--- src/rtl/b64d_pkg.sv ---
// shared types, constants and the alphabet lookup for the base64 stream decoder
package b64d_pkg;

    localparam logic [7:0] PAD_CHAR   = 8'h3D;
    localparam logic [7:0] PLUS_CHAR  = 8'h2B;
    localparam logic [7:0] SLASH_CHAR = 8'h2F;
    localparam int         RES_PER_JOB = 3;

    // one input request
    typedef struct packed {
        logic [7:0] char_code;
        logic       end_of_text;
    } t_in;

    // one result request
    typedef struct packed {
        logic [7:0] data_byte;
        logic       byte_valid;
        logic       bad_char;
        logic       run_last;
        logic       text_done;
    } t_out;

    // one result as built by the front end
    typedef struct packed {
        logic [7:0] data_byte;
        logic       byte_valid;
        logic       bad_char;
    } t_res;

    // all results caused by one character
    typedef struct packed {
        t_res [RES_PER_JOB-1:0] res;
        logic [1:0]             count;
        logic                   eot;
    } t_job;

    typedef struct packed {
        logic not_empty;
        logic full;
    } t_q_stat;

    typedef struct packed {
        logic       hit;
        logic [5:0] value;
    } t_sextet;

    function automatic t_sextet sextet_of(input logic [7:0] ch);
        t_sextet s;
        s.hit   = 1'b1;
        s.value = 6'd0;
        if (ch >= 8'h41 && ch <= 8'h5A) begin
            s.value = 6'(ch - 8'h41);
        end else if (ch >= 8'h61 && ch <= 8'h7A) begin
            s.value = 6'(ch - 8'h61 + 8'd26);
        end else if (ch >= 8'h30 && ch <= 8'h39) begin
            s.value = 6'(ch - 8'h30 + 8'd52);
        end else if (ch == PLUS_CHAR) begin
            s.value = 6'd62;
        end else if (ch == SLASH_CHAR) begin
            s.value = 6'd63;
        end else begin
            s.hit = 1'b0;
        end
        return s;
    endfunction

endpackage

--- src/rtl/b64d_front.sv ---
// front end: classifies each character, keeps the group state, builds a result job
module b64d_front (
    input  logic          i_clk,
    input  logic          i_rst_n,
    input  logic          i_accept,
    input  b64d_pkg::t_in i_data,
    output logic          o_push,
    output b64d_pkg::t_job o_job
);
    import b64d_pkg::*;

    logic [1:0]  r_phase, n_phase;
    logic [17:0] r_hold, n_hold;
    logic        r_pad, n_pad;

    t_sextet     sx;
    logic [23:0] full;
    t_job        job;
    logic [1:0]  cnt;

    always_comb begin
        sx      = sextet_of(i_data.char_code);
        full    = {r_hold, sx.value};
        n_phase = r_phase;
        n_hold  = r_hold;
        n_pad   = r_pad;
        job     = '0;
        cnt     = 2'd0;

        if (!r_pad) begin
            if (i_data.char_code == PAD_CHAR) begin
                if (r_phase == 2'd2) begin
                    job.res[cnt] = '{data_byte: r_hold[11:4], byte_valid: 1'b1, bad_char: 1'b0};
                    cnt = cnt + 2'd1;
                end else if (r_phase == 2'd3) begin
                    job.res[cnt] = '{data_byte: r_hold[17:10], byte_valid: 1'b1, bad_char: 1'b0};
                    cnt = cnt + 2'd1;
                    job.res[cnt] = '{data_byte: r_hold[9:2], byte_valid: 1'b1, bad_char: 1'b0};
                    cnt = cnt + 2'd1;
                end else begin
                    job.res[cnt] = '{data_byte: 8'd0, byte_valid: 1'b0, bad_char: 1'b1};
                    cnt = cnt + 2'd1;
                end
                n_pad   = 1'b1;
                n_phase = 2'd0;
                n_hold  = '0;
            end else if (!sx.hit) begin
                job.res[cnt] = '{data_byte: 8'd0, byte_valid: 1'b0, bad_char: 1'b1};
                cnt = cnt + 2'd1;
            end else if (r_phase == 2'd3) begin
                job.res[cnt] = '{data_byte: full[23:16], byte_valid: 1'b1, bad_char: 1'b0};
                cnt = cnt + 2'd1;
                job.res[cnt] = '{data_byte: full[15:8], byte_valid: 1'b1, bad_char: 1'b0};
                cnt = cnt + 2'd1;
                job.res[cnt] = '{data_byte: full[7:0], byte_valid: 1'b1, bad_char: 1'b0};
                cnt = cnt + 2'd1;
                n_phase = 2'd0;
                n_hold  = '0;
            end else begin
                n_hold  = {r_hold[11:0], sx.value};
                n_phase = r_phase + 2'd1;
            end
        end

        if (i_data.end_of_text) begin
            // flush an unpadded partial group
            if (!n_pad) begin
                if (n_phase == 2'd1) begin
                    job.res[cnt] = '{data_byte: 8'd0, byte_valid: 1'b0, bad_char: 1'b1};
                    cnt = cnt + 2'd1;
                end else if (n_phase == 2'd2) begin
                    job.res[cnt] = '{data_byte: n_hold[11:4], byte_valid: 1'b1, bad_char: 1'b0};
                    cnt = cnt + 2'd1;
                end else if (n_phase == 2'd3) begin
                    job.res[cnt] = '{data_byte: n_hold[17:10], byte_valid: 1'b1, bad_char: 1'b0};
                    cnt = cnt + 2'd1;
                    job.res[cnt] = '{data_byte: n_hold[9:2], byte_valid: 1'b1, bad_char: 1'b0};
                    cnt = cnt + 2'd1;
                end
            end
            // end of text always yields at least one result
            if (cnt == 2'd0) begin
                cnt = 2'd1;
            end
            n_phase = 2'd0;
            n_hold  = '0;
            n_pad   = 1'b0;
        end

        job.count = cnt;
        job.eot   = i_data.end_of_text;
    end

    assign o_push = i_accept && (cnt != 2'd0);
    assign o_job  = job;

    always_ff @(posedge i_clk) begin
        if (!i_rst_n) begin
            r_phase <= 2'd0;
            r_hold  <= '0;
            r_pad   <= 1'b0;
        end else if (i_accept) begin
            r_phase <= n_phase;
            r_hold  <= n_hold;
            r_pad   <= n_pad;
        end
    end

endmodule

--- src/rtl/b64d_fifo.sv ---
// short job queue between front end and back end
module b64d_fifo #(
    parameter int DEPTH = 4
) (
    input  logic              i_clk,
    input  logic              i_rst_n,
    input  logic              i_push,
    input  b64d_pkg::t_job    i_job,
    input  logic              i_pop,
    output b64d_pkg::t_q_stat o_stat,
    output b64d_pkg::t_job    o_head
);
    import b64d_pkg::*;

    localparam int PW = (DEPTH > 1) ? $clog2(DEPTH) : 1;
    localparam int CW = $clog2(DEPTH + 1);

    t_job          r_mem [DEPTH];
    logic [PW-1:0] r_wr_ptr, r_rd_ptr;
    logic [CW-1:0] r_count;

    function automatic logic [PW-1:0] ptr_inc(input logic [PW-1:0] p);
        return (p == PW'(DEPTH - 1)) ? '0 : p + PW'(1);
    endfunction

    assign o_stat.not_empty = (r_count != '0);
    assign o_stat.full      = (r_count == CW'(DEPTH));
    assign o_head           = r_mem[r_rd_ptr];

    always_ff @(posedge i_clk) begin
        if (i_push) begin
            r_mem[r_wr_ptr] <= i_job;
        end
    end

    always_ff @(posedge i_clk) begin
        if (!i_rst_n) begin
            r_wr_ptr <= '0;
            r_rd_ptr <= '0;
            r_count  <= '0;
        end else begin
            if (i_push) begin
                r_wr_ptr <= ptr_inc(r_wr_ptr);
            end
            if (i_pop) begin
                r_rd_ptr <= ptr_inc(r_rd_ptr);
            end
            case ({i_push, i_pop})
                2'b10:   r_count <= r_count + CW'(1);
                2'b01:   r_count <= r_count - CW'(1);
                default: r_count <= r_count;
            endcase
        end
    end

endmodule

--- src/rtl/b64d_back.sv ---
// back end: walks the results of the head job into the output register
module b64d_back (
    input  logic              i_clk,
    input  logic              i_rst_n,
    input  b64d_pkg::t_q_stat i_stat,
    input  b64d_pkg::t_job    i_head,
    output logic              o_pop,
    output logic              o_valid,
    input  logic              i_ready,
    output b64d_pkg::t_out    o_data
);
    import b64d_pkg::*;

    logic [1:0] r_idx;
    logic       r_valid;
    t_out       r_out;
    t_res       cur;
    logic       load, take, last;

    assign load = !r_valid || i_ready;
    assign take = load && i_stat.not_empty;
    assign cur  = i_head.res[r_idx];
    assign last = (r_idx == i_head.count - 2'd1);

    assign o_pop   = take && last;
    assign o_valid = r_valid;
    assign o_data  = r_out;

    always_ff @(posedge i_clk) begin
        if (take) begin
            r_out.data_byte  <= cur.data_byte;
            r_out.byte_valid <= cur.byte_valid;
            r_out.bad_char   <= cur.bad_char;
            r_out.run_last   <= last;
            r_out.text_done  <= last && i_head.eot;
        end
    end

    always_ff @(posedge i_clk) begin
        if (!i_rst_n) begin
            r_valid <= 1'b0;
            r_idx   <= 2'd0;
        end else begin
            if (load) begin
                r_valid <= i_stat.not_empty;
            end
            if (take) begin
                r_idx <= last ? 2'd0 : r_idx + 2'd1;
            end
        end
    end

endmodule

--- src/rtl/base64_stream_decoder.sv ---
// top level of the base64 stream decoder: front end, job queue, back end
// a character's job is queued, and its results leave through the output register
// throughput: one character per cycle in unless the queue is full, one result per cycle
//   out while i_ready is high; a full group's three results drain from the job queue
// input ready drops only while the job queue (DEPTH jobs) is full
// reset (synchronous, active low) clears the group state, the queue and the output valid
module base64_stream_decoder #(
    parameter int DEPTH = 4
) (
    input  logic           i_clk,
    input  logic           i_rst_n,
    input  logic           i_valid,
    output logic           o_ready,
    input  b64d_pkg::t_in  i_data,
    output logic           o_valid,
    input  logic           i_ready,
    output b64d_pkg::t_out o_data
);
    import b64d_pkg::*;

    // handshake between the sides
    logic    accept;
    logic    push;
    logic    pop;
    t_job    push_job;
    t_job    head_job;
    t_q_stat q_stat;

    // a character is taken whenever the queue has room for its job
    assign o_ready = !q_stat.full;
    assign accept  = i_valid && o_ready;

    // classify the character and update the group state at once
    b64d_front u_front (
        .i_clk    (i_clk),
        .i_rst_n  (i_rst_n),
        .i_accept (accept),
        .i_data   (i_data),
        .o_push   (push),
        .o_job    (push_job)
    );

    // jobs wait here while the output side is stalled
    b64d_fifo #(
        .DEPTH (DEPTH)
    ) u_fifo (
        .i_clk   (i_clk),
        .i_rst_n (i_rst_n),
        .i_push  (push),
        .i_job   (push_job),
        .i_pop   (pop),
        .o_stat  (q_stat),
        .o_head  (head_job)
    );

    // one result request per cycle out of the head job while the receiver is ready
    b64d_back u_back (
        .i_clk   (i_clk),
        .i_rst_n (i_rst_n),
        .i_stat  (q_stat),
        .i_head  (head_job),
        .o_pop   (pop),
        .o_valid (o_valid),
        .i_ready (i_ready),
        .o_data  (o_data)
    );

    // end of text always closes the run of its character
    a_done_is_last: assert property (@(posedge i_clk) disable iff (!i_rst_n)
        (o_valid && o_data.text_done) |-> o_data.run_last)
        else $error("text_done without run_last");

    // a result is never both a byte and a bad character
    a_byte_or_bad: assert property (@(posedge i_clk) disable iff (!i_rst_n)
        o_valid |-> !(o_data.byte_valid && o_data.bad_char))
        else $error("byte_valid and bad_char together");

    // results without a byte carry zero data
    a_zero_data: assert property (@(posedge i_clk) disable iff (!i_rst_n)
        (o_valid && !o_data.byte_valid) |-> (o_data.data_byte == 8'd0))
        else $error("nonzero data on a result without a byte");

    // nothing comes out right after reset
    a_reset_quiet: assert property (@(posedge i_clk)
        !i_rst_n |=> !o_valid)
        else $error("output valid right after reset");

endmodule

--- config.mk ---
export PLATFORM = sky130hd
export DESIGN_NAME = base64_stream_decoder
export DESIGN_NICKNAME = d
export VERILOG_FILES = /design/src/rtl/b64d_pkg.sv /design/src/rtl/b64d_front.sv /design/src/rtl/b64d_fifo.sv /design/src/rtl/b64d_back.sv /design/src/rtl/base64_stream_decoder.sv
export SDC_FILE = /design/constraint.sdc
export NUM_CORES = 1
export LEC_CHECK = 0
export BUFFER_PORTS_ARGS = -buffer_cell sky130_fd_sc_hd__buf_2
export CAP_MARGIN = 20
export CORE_ASPECT_RATIO = 1.25
export CORE_MARGIN = 4
export CORE_UTILIZATION = 55
export DETAILED_ROUTE_END_ITERATION = 12
export PLACE_DENSITY = 0.76
export SYNTH_ARGS = -nofsm -noshare
export SYNTH_HDL_FRONTEND = slang
export SYNTH_SLANG_ARGS = --single-unit
--- constraint.sdc ---
create_clock -name i_clk -period 3.85 [get_ports i_clk]
set_clock_uncertainty 0.2 [all_clocks]
set_input_delay 0.1925 -clock i_clk [delete_from_list [all_inputs] [get_ports i_clk]]
set_output_delay 0.1925 -clock i_clk [all_outputs]
set_load 0.02 [all_outputs]
# == After elaboration in Yosys (flattened, before gate mapping) ==
# Memories as Yosys holds them, arrays and structs flattened. A register that Yosys moved wholly into a read port is not among the register bits.
# Cells that the tools add are included.
# totals
ff_bits,43
latch_bits,0
ramBits,132
romBits,0
inputBits,13
out_inout_bits,14
memories,1
# op_classes
add_sub_neg,14
mul,0
div_mod_pow,0
n_lt_le_gt_ge,11
n_eq_ne,15
shift,0
n_mux,68
n_bitwise,3
reduce_logical,19
# mem_list
memory,depth,word_bits,read_ports,rd_ports_with_merged_regs,write_ports,line_no,text
u_fifo.r_mem,4,33,1,1,1,b64d_fifo.sv:18,t_job r_mem [DEPTH];
# op_table
op,n
$mux 30,7
$bwmux 30,3
$mux 10,9
$mux 18,5
$mux 2,23
$demux 10 s2,2
$mux 20,2
$mux 6,5
$and 27x27->27,1
$not 27->27,1
$eq 8x6->1 const B,3
$bmux 10 s2,1
$ge 8x7->1 const B,2
$le 8x7->1 const B,2
$eq 2x2->1 const B,7
$add 2x1->2 const B,6
$sub 6x6->6 const B,2
$logic_and 1x1->1,10
$mux 1,10
$lt 2x3->1 const B,3
$ge 8x6->1 const B,1
$le 8x6->1 const B,1
$add 6x5->6 const B,1
$add 6x6->6 const B,1
17 further kinds,22

# == Logic depth before layout (Yosys ltp) ==
# Gate-level depths: netlist of the first run.
# depth
ltp_word,23
mapped_depth,18

# == Cells and area by module ==
# From an unflattened synthesis of the first run, not the netlist that was laid out.
# hier_totals
cells_unflattened,824
area_unflattened_um2,9550.4
# by_module_without_submodules
module,n_inst,cells_each,area_each_um2,seq_area_each_um2
b64d_fifo,1,216,5265.0,4144.0
b64d_front,1,536,3505.9,420.4
b64d_back,1,70,769.5,420.4
base64_stream_decoder,1,2,10.0,0.0

# == Least setup slack after synthesis of the first run ==
# OpenSTA, ideal clock, no wires.
# synth_timing
path_kind,input port to flip-flop
from,in i_data[3] (netlist name)
to,"mem u_fifo.r_mem[0][10] (netlist name), data pin"
setup_ns,0.295
t_arrival_ns,3.156
t_required_ns,3.355
path_slack_ns,0.199
path_stages,17
path_cell_list,buf_6 inv_1 ha_1 nor2b_1 o21ai_2 o211a_1 a21o_1 a21oi_1 a21boi_0 inv_1 ha_1 clkbuf_1 clkbuf_1 nand2_1 nor2_1 o21ai_0 o221ai_1
# synth_lines
element,line_no,text
start: declaration,base64_stream_decoder.sv:14,"input b64d_pkg::t_in i_data,"
end: declaration,b64d_fifo.sv:18,

==> tab_implementation.tex, run 1 <==
\begin{tabular}{lr}
\hline
Metric & Value \\
\hline
\multicolumn{2}{l}{\textbf{Run status}} \\
\quad Result of the run & completed \\
\multicolumn{2}{l}{\textbf{GRT}} \\
\quad Overflow left after global routing & 0 \\
\quad Vias in the first global route & 6801 \\
\quad Pin count of the biggest net entering global routing & 34 \\
\quad Global-route wire length before repair & 40.1 mm \\
\quad Antenna violations before repair & 0 \\
\quad GRT Resource Usage Total & 0.282 \\
\multicolumn{2}{l}{\textbf{Timing}} \\
\quad Max-slew headroom & 0.259 \\
\quad Final setup violation count & 0 \\
\quad Final min period & 3.50 ns \\
\quad Transition time at the pin with the least slew margin & 1.11 ns \\
\quad Hold violation total from the final report & 0 \\
\quad Maximum clock frequency & 286 MHz \\
\quad Final cycle utilization of the critical path & 0.908 \\
\quad Max-slew violation count & 0 \\
\quad Final setup slack of the worst path & 0.354 ns \\
\quad Unrepaired setup endpoints after global routing & false \\
\quad TNS Setup & 0 ns \\
\multicolumn{2}{l}{\textbf{Cells and area}} \\
\quad Final \#Nets & 859 \\
\quad Finished Core Util & 0.645 \\
\quad Proportion of layout cells with a drive suffix above 1 & 0.202 \\
\quad Inserted Diodes & 0 \\
\quad Synthesis-to-layout area growth & 14.2\% \\
\multicolumn{2}{l}{\textbf{Place}} \\
\quad Final GP Congestion & 0.955 \\
\quad Pre-CTS setup slack & 0.00504 ns \\
\quad Number of buffers inserted by port buffering & 26 \\
\quad Detailed placer's ending HPWL & 18.3 mm \\
\multicolumn{2}{l}{\textbf{Clocking}} \\
\quad Max H-tree Level & 4 \\
\quad Worst-skew pair later-pin latency & 0.43 ns \\
\quad Number of buffers created by CTS & 17 \\
\quad Clock-pin slew on the worst setup and hold paths & 0.07 ns \\
\quad Clock Sink Count & 177 \\
\quad CTS tree & built \\
\quad Post-CTS Setup Bufs & 0 \\
\quad Cell at the root of the clock tree & clkbuf\_16 \\
\quad Max clock buf depth & 2 \\
\multicolumn{2}{l}{\textbf{Logic synthesis}} \\
\quad Avg Inst Size Synth & 12.1 um\^{}2 \\
\quad Async set-or-reset flop fraction in the synthesized netlist & 0 \\
\quad Synthesis-stage register bit count & 177 \\
\quad Top cells by area in the synthesized netlist & edfxtp\_1, mux4\_2, dfxtp\_1 \\
\quad Commonest cells post-synth & edfxtp\_1, nand2\_1, nor2\_1 \\
\quad Most instantiated library cell after synthesis & edfxtp\_1 \\
\quad Synth Net Count & 804 \\
\quad Number of standard cells after synthesis & 767 \\
\quad Share of Yosys cell area claimed by the top area cell type & 0.467 \\
\quad Dominant register cell in the synthesized netlist & edfxtp\_1 \\
\quad Unique cell type count in the Yosys netlist & 75 \\
\quad Sequential-to-total area share from yosys stat & 0.538 \\
\quad Yosys warnings & 0 \\
\quad Leading area contributor after synthesis & edfxtp\_1 \\
\quad Post-Synthesis Cell Area & 9270 um\^{}2 \\
\quad Number of flops mapped to enable cells by yosys & 144 \\
\multicolumn{2}{l}{\textbf{Worst setup path}} \\
\quad Reg2reg path depth & 12 \\
\quad Terminus of the critical flop-to-flop path & u\_fifo.r\_mem[0][5] \\
\quad Highest net fanout along the worst path & 13 \\
\quad CP startpoint kind & flip-flop \\
\quad Reg-to-reg slack, setup & 0.35 ns \\
\quad Nature of the critical path endpoint & flip-flop \\
\quad WP data arrival & 3.60 ns \\
\quad Worst path required time & 3.95 ns \\
\quad Worst R2R Start & u\_front.r\_phase[0] \\
\quad Setup CP Type & reg2reg \\
\multicolumn{2}{l}{\textbf{Routing}} \\
\quad Vias/cell & 6.55 \\
\quad Via count & 6883 \\
\quad DRC violation total after the first TritonRoute iteration & 793 \\
\quad Count of nets left with antenna violations after detail routing & 0 \\
\quad Drt drc & 0 \\
\quad Post-detailed-routing wire length & 25.8 mm \\
\quad Average wire per cell in the routed design & 24.6 um \\
\quad Initial DRT Pass Iterations & 6 \\
\multicolumn{2}{l}{\textbf{Worst hold path}} \\
\quad Path class of the lowest-slack min-delay path & in2reg \\
\quad Hold Path Origin & i\_rst\_n \\
\quad Number of cells on the worst hold path & 2 \\
\quad Capture endpoint of the worst hold path & u\_front.r\_hold[5] \\
\multicolumn{2}{l}{\textbf{Floorplanning}} \\
\quad Die area & 19000 um\^{}2 \\
\quad Initial core utilization & 0.565 \\
\quad Height of the die & 153 um \\
\quad Top Ports & 27 \\
\quad Die width & 124 um \\
\quad Number of cell rows & 52 \\
\quad Area of the core region & 16400 um\^{}2 \\
\multicolumn{2}{l}{\textbf{Power and ir drop}} \\
\quad Static leakage power & 3.57 nW \\
\quad IR drop worst, VDD & 369 uV \\
\quad Power density over the cells & 520 nW/um\^{}2 \\
\multicolumn{2}{l}{\textbf{Flow run}} \\
\quad MaxCap Viol Count & 0 \\
\hline
\end{tabular}
## cell families after synthesis
family / count (synthesis) / share of synthesized area
AND/OR/NAND/NOR: 205 / 0.112
adder cells (fa/ha/maj): 24 / 0.0332
flip-flops: 177 / 0.538
XOR/XNOR: 8 / 0.00756
buffers and inverters: 83 / 0.0375
AO/OA/AOI/OAI: 222 / 0.175
multiplexers: 48 / 0.0964
## worst max path at each step
| stage | startpoint | endpoint | slack (ns) | cells past startpoint |
|---|---|---|---|---|
| finish | u_front.r_phase[0] | u_fifo.r_mem[0][5] | 0.35 | 12 |
| global route | u_front.r_phase[0] | u_fifo.r_mem[1][5] | 0.08 | 12 |
| CTS | u_front.r_phase[0] | u_fifo.r_mem[0][5] | 0.26 | 12 |
| detailed placement | i_data[2] | u_fifo.r_mem[0][5] | 0.005 | 15 |
| global placement | i_data[3] | u_fifo.r_mem[0][5] | 0.04 | 12 |
| floorplan | i_data[3] | u_fifo.r_mem[0][10] | 0.20 | 17 |
## where the power goes
group          internal, mW  switching [mW]
logic                 0.543           0.787
registers              2.33          0.0939
clock network         0.921           0.820
total                  3.80            1.70
## area by class of cell
type | count | area [um^2]
Tap cell | 216 | 270
Inverter | 35 | 131
Clock inverter | 14 | 178
Clock buffer | 18 | 450
Sequential cell | 177 | 4990
Fill cell | 1250 | 5810
Timing Repair Buffer | 84 | 631
Multi-Input combinational cell | 507 | 3940
## per-layer routing
layer  track usage  wire (um)
met1         0.374      10300
met2         0.448      12800
met3        0.0484       1630
met4         0.137       1120
met5             0          0
## worst max-delay path: stages, from the launching register on
cell,delay [ns]
dfxtp_1,0.35
ha_2,0.28
inv_1,0.13
o211a_1,0.16
a21o_1,0.16
a21oi_1,0.19
a21boi_0,0.29
inv_1,0.10
ha_1,0.37
or3_1,0.42
o2111a_1,0.13
o32ai_1,0.38
buf_4,0.19
## placed cells by master, fill, tap and decap left out, types with 15 or more instances in the layout
master       n
edfxtp_1   144
nand2_1     58
buf_4       52
nor2_1      40
inv_1       35
mux4_2      33
a21oi_1     33
dfxtp_1     32
o22ai_1     26
o21ai_0     26
buf_2       26
a22oi_1     25
ha_1        22
and2_1      21
nor2b_1     18
clkbuf_16   18
nand3_1     16
mux2i_1     15
## through the flow
step	std cells	cell area [um^2]	total power, mW	hold WS, ns
after CTS	1051	10600	5.53	0.0362
after detailed placement	1018	9940	3.79	0.283
after global routing	1051	10600	5.75	0.0552
final	1051	10600	5.50	0.0489
after global placement	1018	9940	3.74	0.265
after floorplan	767	9270	3.36	0.0914
## registers in the layout, summed over array words and instances (netlist names), named ones only
| register | count |
|---|---|
| u_fifo.r_rd_ptr | 2 |
| u_front.r_hold | 18 |
| u_fifo.r_count | 3 |
| u_back.r_idx | 2 |
| u_front.r_pad | 1 |
| u_back.o_valid | 1 |
| u_fifo.r_mem | 132 |
| u_front.r_phase | 2 |
| u_back.o_data | 12 |
| u_fifo.r_wr_ptr | 2 |
## timing repair
action                                  4_1_cts  5_1_grt
hold buffers                                  1        0
endpoints found under the setup margin        0        4
hold endpoints to repair                      1        0
gates resized for setup                       0        1
Note: power is estimated with default switching activity, not from simulation.
==> run 2, diff against run 1 <==
--- a/config.mk
+++ b/config.mk
@@ -11,6 +11,7 @@
 export CORE_MARGIN = 4
 export CORE_UTILIZATION = 55
 export DETAILED_ROUTE_END_ITERATION = 12
+export HOLD_SLACK_MARGIN = 0.06
 export PLACE_DENSITY = 0.76
 export SYNTH_ARGS = -nofsm -noshare
 export SYNTH_HDL_FRONTEND = slang
==> tab_implementation.tex, run 2 (synthesis results as in run 1) <==
\begin{tabular}{lr}
\hline
Metric & Value \\
\hline
\multicolumn{2}{l}{\textbf{Routing}} \\
\quad DRC violation total after the first TritonRoute iteration & 707 \\
\quad Total met2 wirelength after detailed routing & 12.8 mm \\
\quad Uppermost metal layer occupied by signal nets & met4 \\
\quad Drt drc & 0 \\
\quad Count of nets left with antenna violations after detail routing & 0 \\
\quad Total routed wire length on the met1 layer & 10.4 mm \\
\quad Vias/cell & 6.61 \\
\quad Via count & 6962 \\
\quad Met3 WL post-DR & 1.64 mm \\
\quad Post-detailed-routing wire length & 25.9 mm \\
\quad Initial DRT Pass Iterations & 7 \\
\quad Average wire per cell in the routed design & 24.6 um \\
\multicolumn{2}{l}{\textbf{Timing}} \\
\quad Max-slew headroom & 0.270 \\
\quad Transition time at the pin with the least slew margin & 1.09 ns \\
\quad Final setup violation count & 0 \\
\quad Final cycle utilization of the critical path & 0.905 \\
\quad Unrepaired setup endpoints after global routing & false \\
\quad TNS Setup & 0 ns \\
\quad Maximum clock frequency & 287 MHz \\
\quad Final setup slack of the worst path & 0.366 ns \\
\quad Final min period & 3.48 ns \\
\quad Final hold slack & 0.258 ns \\
\quad Max-slew violation count & 0 \\
\quad Hold violation total from the final report & 0 \\
\multicolumn{2}{l}{\textbf{Run status}} \\
\quad Result of the run & completed \\
\multicolumn{2}{l}{\textbf{Clocking}} \\
\quad Max H-tree Level & 4 \\
\quad Worst-skew pair later-pin latency & 0.43 ns \\
\quad CTS tree & built \\
\quad Post-CTS Setup Bufs & 0 \\
\quad Clock Sink Count & 177 \\
\quad Cell at the root of the clock tree & clkbuf\_16 \\
\quad Max clock buf depth & 2 \\
\quad Clock-pin slew on the worst setup and hold paths & 0.08 ns \\
\quad Number of buffers created by CTS & 17 \\
\multicolumn{2}{l}{\textbf{Power and ir drop}} \\
\quad IR drop worst, VDD & 368 uV \\
\quad Static leakage power & 3.58 nW \\
\quad Power density over the cells & 519 nW/um\^{}2 \\
\multicolumn{2}{l}{\textbf{Place}} \\
\quad Number of buffers inserted by port buffering & 26 \\
\quad Detailed placer's ending HPWL & 18.3 mm \\
\quad Final GP Congestion & 0.955 \\
\quad Pre-CTS setup slack & 0.00504 ns \\
\multicolumn{2}{l}{\textbf{GRT}} \\
\quad Antenna violations before repair & 0 \\
\quad Overflow left after global routing & 0 \\
\quad GRT Resource Usage Total & 0.283 \\
\quad Vias in the first global route & 6807 \\
\quad Pin count of the biggest net entering global routing & 34 \\
\quad Global-route wire length before repair & 40.2 mm \\
\multicolumn{2}{l}{\textbf{Floorplanning}} \\
\quad Initial core utilization & 0.565 \\
\quad Die area & 19000 um\^{}2 \\
\quad Height of the die & 153 um \\
\quad Top Ports & 27 \\
\quad Area of the core region & 16400 um\^{}2 \\
\quad Number of cell rows & 52 \\
\quad Die width & 124 um \\
\multicolumn{2}{l}{\textbf{Cells and area}} \\
\quad Proportion of layout cells with a drive suffix above 1 & 0.202 \\
\quad Fillers & 1249 \\
\quad Finished Core Util & 0.647 \\
\quad Flip-flop count of the largest register, all copies and words added & 132 \\
\quad Synthesis-to-layout area growth & 14.5\% \\
\quad Final \#Nets & 862 \\
\quad Highest-count cells in the layout ignoring fill and taps & edfxtp\_1, nand2\_1, buf\_4, nor2\_1, inv\_1 \\
\quad Commonest non-fill, non-tap cell in the layout & edfxtp\_1 \\
\quad Biggest register & u\_fifo.r\_mem \\
\quad Inserted Diodes & 0 \\
\multicolumn{2}{l}{\textbf{Worst setup path}} \\
\quad WP data arrival & 3.65 ns \\
\quad Worst path required time & 4.01 ns \\
\quad Peak per-stage delay on the critical path & 0.56 ns \\
\quad Library cell contributing the largest single delay on the critical path & mux4\_2 \\
\quad Cell-by-cell listing of the critical path & mux4\_2 -> xor2\_1 -> nand3b\_1 -> o21ai\_1 -> nand2\_1 -> inv\_1 -> ha\_1 -> inv\_1 -> fa\_1 -> xor2\_1 -> or3\_1 -> a21boi\_0 \\
\quad Highest net fanout along the worst path & 6 \\
\quad CP startpoint kind & flip-flop \\
\quad Setup CP Type & reg2reg \\
\quad CP top delay family & simple AND/OR/NAND/NOR gates \\
\quad Nature of the critical path endpoint & flip-flop \\
\quad CP Buf/Inv Count & 2 \\
\multicolumn{2}{l}{\textbf{Worst hold path}} \\
\quad Path class of the lowest-slack min-delay path & in2reg \\
\quad Hold Path Origin & i\_valid \\
\multicolumn{2}{l}{\textbf{Flow run}} \\
\quad MaxCap Viol Count & 0 \\
\hline
\end{tabular}
## run 2: cell count changes in the layout (fill, tap and decap cells not counted)
cell / change
dlygate4sd3_1: +3
## run 2: worst paths after layout
| kind | endpoint | slack, ns | depth (start not counted) |
|---|---|---|---|
| setup / recovery | u_fifo.r_count[2] | 0.37 | 12 |
| hold / removal | u_front.r_hold[5] | 0.26 | 4 |
| setup reg to reg | u_fifo.r_count[2] | 0.37 | 12 |
| hold reg to reg | u_fifo.r_count[2] | 0.33 | 2 |
## run 2: tightest hold or removal path, delay by kind of cell
| family | cells | cell delay [ns] |
|---|---|---|
| buffers and inverters | 1 | 0.09 |
| AOI/OAI and AO/OA | 1 | 0.11 |
| and+or+nand+nor | 2 | 0.47 |
## run 2: layout make-up
type	count	area, um^2	area share
clock buffer	18	450	0.0424
sequential	177	4990	0.470
multi-input combinational	507	3940	0.371
timing repair buffer	87	661	0.0622
inverter	35	131	0.0124
clock inverter	14	178	0.0167
tap	216	270	0.0255
## run 2: what timing repair did
action / 4_1_cts / 5_1_grt
resized for setup: 0 / 1
setup endpoints to repair: 0 / 4
hold endpoints to repair: 9 / 0
hold buffers: 4 / 0
## run 2: metrics by stage
stage,power [mW],instances,cell area [um^2]
after floorplan,3.36,767,9270
after global placement,3.74,1018,9940
after detailed placement,3.79,1018,9940
after CTS,5.54,1054,10600
after global routing,5.76,1054,10600
final,5.51,1054,10600
## run 2: power breakdown
| part | internal (mW) | switching, mW | leakage, nW |
|---|---|---|---|
| logic | 0.550 | 0.789 | 1.75 |
| registers | 2.33 | 0.0940 | 1.52 |
| clock network | 0.922 | 0.820 | 0.306 |
## run 2: metal layers
metal | vias to the layer above | track usage
met2 | 359 | 0.449
met3 | 77 | 0.0484
met1 | 3430 | 0.374
met5 | - | 0
met4 | 0 | 0.137
li1 | 3096 | -
